--- config.mk ---
export PLATFORM = sky130hd
export DESIGN_NAME = blf_front
export DESIGN_NICKNAME = d
export VERILOG_FILES = /design/src/design/blf_pkg.sv /design/src/design/blf_front.sv
export SDC_FILE = /design/constraint.sdc
export NUM_CORES = 1
export LEC_CHECK = 0
export BUFFER_PORTS_ARGS = -buffer_cell sky130_fd_sc_hd__buf_4
export CAP_MARGIN = 20
export CELL_PAD_IN_SITES_DETAIL_PLACEMENT = 0
export CELL_PAD_IN_SITES_GLOBAL_PLACEMENT = 2
export CORE_MARGIN = 4
export CORE_UTILIZATION = 41
export DETAILED_ROUTE_END_ITERATION = 8
export MAX_ROUTING_LAYER = met4
export PLACE_DENSITY_LB_ADDON = 0.1
export SYNTH_ARGS = -nofsm -noshare
export SYNTH_HDL_FRONTEND = slang
export SYNTH_SLANG_ARGS = --single-unit
--- constraint.sdc ---
create_clock -name clock -period 6.92 [get_ports clock]
set_input_delay 1.384 -clock clock [delete_from_list [all_inputs] [get_ports clock]]
set_output_delay 1.384 -clock clock [all_outputs]
set_load 0.1 [all_outputs]
--- src/design/blf_pkg.sv ---
package blf_pkg;

   localparam int unsigned CMD_BITS   = 2;
   localparam int unsigned COLOR_BITS = 32;
   localparam int unsigned COUNT_BITS = 15;
   localparam int unsigned REG_BITS   = 8;

   typedef enum logic [CMD_BITS-1:0] {
      CMD_LINE = 2'd0,
      CMD_PLOT = 2'd1,
      CMD_READ = 2'd2,
      CMD_FILL = 2'd3
   } cmd_type;

   typedef enum logic [0:0] {
      CSR_WIDTH  = 1'b0,
      CSR_HEIGHT = 1'b1
   } csr_index_type;

   typedef enum logic [2:0] {
      ST_CLEAR,
      ST_IDLE,
      ST_WALK,
      ST_READ_WAIT,
      ST_READ_DATA,
      ST_DONE
   } state_type;

   localparam logic [COUNT_BITS-1:0] COUNT_SAT = {COUNT_BITS{1'b1}};

endpackage

--- src/design/blf_front.sv ---
// Front: takes a command beat and parks it in a two-entry queue.
module blf_front #(
   parameter int unsigned COORD_BITS = 12
) (
   input  logic                              clock,
   input  logic                              reset,
   input  logic                              req_push,
   output logic                              req_full,
   input  logic [blf_pkg::CMD_BITS-1:0]      req_command,
   input  logic signed [COORD_BITS-1:0]      req_x_start,
   input  logic signed [COORD_BITS-1:0]      req_y_start,
   input  logic signed [COORD_BITS-1:0]      req_x_end,
   input  logic signed [COORD_BITS-1:0]      req_y_end,
   input  logic [blf_pkg::COLOR_BITS-1:0]    req_pen_color,
   output logic                              q_valid,
   input  logic                              q_pop,
   output logic [blf_pkg::CMD_BITS-1:0]      q_command,
   output logic signed [COORD_BITS-1:0]      q_x_start,
   output logic signed [COORD_BITS-1:0]      q_y_start,
   output logic signed [COORD_BITS-1:0]      q_x_end,
   output logic signed [COORD_BITS-1:0]      q_y_end,
   output logic [blf_pkg::COLOR_BITS-1:0]    q_pen_color
);

   localparam int unsigned ENTRY_BITS = blf_pkg::CMD_BITS + 4*COORD_BITS
                                        + blf_pkg::COLOR_BITS;

   logic [ENTRY_BITS-1:0] entry_ff [2];
   logic                  wr_ptr_ff, wr_ptr_in, rd_ptr_ff, rd_ptr_in;
   logic [1:0]            count_ff, count_in;
   logic                  push_ok;

   assign req_full = (count_ff == 2'd2);
   assign q_valid  = (count_ff != 2'd0);
   assign push_ok  = req_push && !req_full;

   always_comb begin
      wr_ptr_in = wr_ptr_ff ^ push_ok;
      rd_ptr_in = rd_ptr_ff ^ (q_pop && q_valid);
      count_in  = count_ff + {1'b0, push_ok} - {1'b0, q_pop && q_valid};
   end

   always_ff @(posedge clock) begin
      if (reset) begin
         wr_ptr_ff <= 1'b0;
         rd_ptr_ff <= 1'b0;
         count_ff  <= 2'd0;
      end else begin
         wr_ptr_ff <= wr_ptr_in;
         rd_ptr_ff <= rd_ptr_in;
         count_ff  <= count_in;
      end
      if (push_ok) begin
         entry_ff[wr_ptr_ff] <= {req_command, req_x_start, req_y_start,
                                 req_x_end, req_y_end, req_pen_color};
      end
   end

   assign {q_command, q_x_start, q_y_start, q_x_end, q_y_end, q_pen_color} =
      entry_ff[rd_ptr_ff];

endmodule

Yosys cells after proc, flatten, opt, wreduce, memory -nomap -nowiden

Memories as Yosys holds them, arrays and structs flattened. A register that Yosys moved wholly into a read port is not among the register bits.
Index checks and enable logic that the tools add are counted.

Word-level logic and storage cells: 16
Memory bits (read-only): 0
Bits in registers: 4
Memories: 1
RAM bits: 164
Latch bits: 0

$lt $le $gt $ge: 0
Eq/ne operators: 1
$add $sub $neg: 2
Multipliers: 0
Reductions and logical operators: 4
Bitwise logic cells: 2
Shift-type cells: 0
Div/mod/pow operators: 0
Multiplexer cells: 3

Memory list:

| name     | words | width | rd ports | clocked after Yosys merged registers in | wr ports | RTL line        | source |
|---|---|---|---|---|---|---|---|
| entry_ff | 2     | 82    | 1        | 1                                       | 1        | blf_front.sv:28 | `logic [ENTRY_BITS-1:0] entry_ff [2];` |

Operators by type and width:

| kind                                        | count |
|---|---|
| 1-bit 2-to-1 mux                            | 3 |
| 2-bit by 1-bit adder with 2-bit output      | 1 |
| 2-bit == test, second input constant        | 1 |
| 1-bit logical AND                           | 2 |
| 2-bit nonzero test                          | 1 |
| 2-bit by 1-bit subtractor with 2-bit output | 1 |
| 1-bit XOR                                   | 2 |
| 1-bit zero test                             | 1 |

Logic depth before layout (Yosys ltp)

Depth after elaboration: 5
Mapped depth: 7
Mapped depth without buffers: 7

Least setup slack after synthesis

Ideal clock, no wire load.

Path type: input -> register
From: input port req_push
To: memory entry_ff[1][0] in the netlist's numbering (enable)
Library setup time: 0.450 ns
Setup slack: 2.992 ns
Data arrival time: 3.478 ns
Stages on the path: 2
Required time: 6.470 ns
Cell sequence: and2_1 -> ha_1

Cells in the longest elaborated chain, start to end: 3

Ends and longest elaborated chain:

| item                                   | RTL line        | source |
|---|---|---|
| start: declaration                     | blf_front.sv:7  | `input logic req_push,` |
| 1-bit logical AND                      | blf_front.sv:35 | `assign push_ok = req_push && !req_full;` |
| 1-bit 2-to-1 mux                       | blf_front.sv:53 | `if (push_ok) begin` |
| 1-bit 2-to-1 mux (not written as such) | blf_front.sv:54 | `entry_ff[wr_ptr_ff] <= {req_command, req_x_start, req_y_start,` |
| end: declaration                       | blf_front.sv:28 |  |

No other way between the ends.

==> results.sh <==
export IMPL_maxCapViolations=0
export IMPL_start_util_pct=42.11
export IMPL_cp_arrival_ps=2070
export IMPL_worst_path_dominant_cell_family="flip-flops"
export IMPL_cts_setup_buffers=0
export IMPL_final_cell_mix="171 x buf_4, 164 x edfxtp_1, 83 x mux2_2"
export IMPL_crit_type="reg2out"
export IMPL_clk_pin_slew_ps=60
export IMPL_critical_path_depth=3
export IMPL_drive_gt1_share_pct=60.17
export IMPL_synth_top_area_share_pct=79.87
export IMPL_hold_viol=0
export IMPL_reg2reg_from="count_ff[0]$_SDFF_PP0_"
export IMPL_crit_path_start="rd_ptr_ff$_SDFF_PP0_"
export IMPL_synth_fa_ha_area_share_pct=0.8117
export IMPL_track_usage_pct=13.72
export IMPL_synth_top_family_by_area="multiplexers"
export IMPL_dp_hpwl_mm=7.400
export IMPL_synth_simple_area_share_pct=0.7508
export IMPL_netlist_area_sq_um=6166
export IMPL_routedWlPerCell_um=17.13
export IMPL_clk_latency_ps=410
export IMPL_first_pass_iters=4
export IMPL_syn_nets=368
export IMPL_htree_levels=4
export IMPL_cp_slowest_stage_delay_ps=680
export IMPL_die_y_um=130.6
export IMPL_cp_required_ps=5540
export IMPL_slowest_stage="dfxtp_4"
export IMPL_grt_pass1_vias=3243
export IMPL_grt_max_degree=62
export IMPL_reg2reg_depth=4
export IMPL_path_buf_inv=2
export IMPL_final_common_cell="buf_4"
export IMPL_dieArea_sq_um=17060
export IMPL_fin_tns_setup_ps=0
export IMPL_antenna_found_initial=0
export IMPL_fin_ws_ps=3466
export IMPL_syn_area_per_cell_sq_um=22.18
export IMPL_ys_ff_latch=168
export IMPL_hold_class="reg2reg"
export IMPL_core_area_sq_um=14640
export IMPL_period_minus_slack_ps=3454
export IMPL_yosysWarnings=0
export IMPL_io_buffers=169
export IMPL_syn2layout_area_growth_pct=32.43
export IMPL_vias=3092
export IMPL_setup_violations=0
export IMPL_gp_congestion=0.7061
export IMPL_std_cell_rows=44
export IMPL_antennaDiodeCount=0
export IMPL_ir_drop_uv=283.4
export IMPL_power_density_nw_per_um2=475.7
export IMPL_clock_root_buffer="clkbuf_16"
export IMPL_cts_made_buffers=17
export IMPL_cellLeakagePower_nw=3.042
export IMPL_hold_path_depth=3
export IMPL_synth_area_leaders="edfxtp_1 80%, mux2_2 15%, dfxtp_1 1.3%"
export IMPL_muxShareOfSynthArea_pct=15.16
export IMPL_netlist_instances=278
export IMPL_dp_cells=625
export IMPL_skew_ps=10.21
export IMPL_top_level_ports=170
export IMPL_min_from="wr_ptr_ff$_SDFF_PP0_"
export IMPL_crit_fanout=50
export IMPL_die_w_um=130.6
export IMPL_cp_end_kind="output pin"
export IMPL_yosysUniqueCellTypes=15
export IMPL_rsz0062_at_grt="false"
export IMPL_crit_chain="buf_16, mux2_2, buf_4"
export IMPL_yosysSeqAreaShare_pct=81.17
export IMPL_pre_cts_ws_ps=3611
export IMPL_clock_path_buffers=2
export IMPL_timing_slew_headroom_pct=42.96
export IMPL_grt_pass1_wl_mm=16.69
export IMPL_overflow=0
export IMPL_status="finished clean"
export IMPL_numClockSinks=168
export IMPL_max_clock_freq_mhz=289.5
export IMPL_worst_slew_pin_slew_ps=855.7
export IMPL_drt_initial_drc_count=164
export IMPL_holdBufCountCts=0
export IMPL_drc=0
export IMPL_timing_final_max_slew_violations=0
export IMPL_instances_no_fill=656
export IMPL_fin_crit_sh_pct=49.92
export IMPL_num_nets_final=550
export IMPL_ant_nets=0
export IMPL_synthXorXnorAreaFrac_pct=0.3653
export IMPL_synth_largest_area_cell="edfxtp_1"
export IMPL_wl_mm=11.24
export IMPL_power_mw=3.884
export IMPL_cts_resized=0
export IMPL_vias_per_cell=4.713
export IMPL_cp_start_kind="flop"
export IMPL_cts_tree="built"
export IMPL_synth_compound_area_share_pct=0.1218
[Yosys cell counts]
cell,count
nand2_1,1
mux2_2,83
inv_1,3
xnor3_1,1
o21a_1,1
ha_1,4
or2_2,1
and2_1,1
nor2b_1,2
buf_2,2
dfxtp_1,4
edfxtp_1,164
buf_6,7
nand2b_1,1
nor2_1,3
[worst min-delay path, stage by stage (launching register included)]
cell,delay (ps)
dfxtp_1,330
inv_1,110
ha_4,130
nor2_1,30
[final cells by class]
| cell class | count | area (sq um) |
|---|---|---|
| Inverter | 3 | 11.26 |
| Timing Repair Buffer | 172 | 1311 |
| Fill cell | 1191 | 6479 |
| Multi-Input combinational cell | 98 | 1086 |
| Tap cell | 184 | 230.2 |
| Sequential cell | 168 | 5009 |
| Clock buffer | 18 | 429.2 |
| Clock inverter | 13 | 88.84 |
[power breakdown]
part | switching (mW) | internal (mW)
clock network | 0.342 | 0.482
logic | 1.32 | 0.394
registers | 0.0539 | 1.29
[state kept, by name, indices dropped and copies added, names as in the netlist]
name	cells
entry_ff	164
rd_ptr_ff	1
wr_ptr_ff	1
count_ff	2
[layer usage]
metal  vias up  global-route usage [%]  part of all wire (%)
met1      1518                   16.27                    41
met5         -                       -                     0
met4         0                   5.445                   1.3
met2       104                   21.04                    49
li1       1461                       -                     -
met3         9                   5.569                   8.6
[cells by family after synthesis]
| kind of cell | count (synthesis) |
|---|---|
| flops | 168 |
| compound gates | 1 |
| buf+inv | 12 |
| mux | 83 |
| xor+xnor | 1 |
| fa+ha+maj | 4 |
| simple gates | 9 |
[final timing paths]
check	to	slack (ps)
setup / recovery	q_x_start[10]	3470
hold / removal	wr_ptr_ff$_SDFF_PP0_	650
setup reg to reg	entry_ff[0][41]$_DFFE_PP_	4620
hold reg to reg	wr_ptr_ff$_SDFF_PP0_	650
[through the flow]
stage               cell area [sq um]  utilization [%]  hold slack [ps]
floorplan                        6166                -            532.1
global placement                 7620            52.03            621.8
detailed placement               7647            52.22            648.5
CTS                              8165            55.76            658.0
global route                     8165            55.76            684.6
finish                           8165            55.76            651.8
No activity file was read; power rests on OpenSTA's default activity.
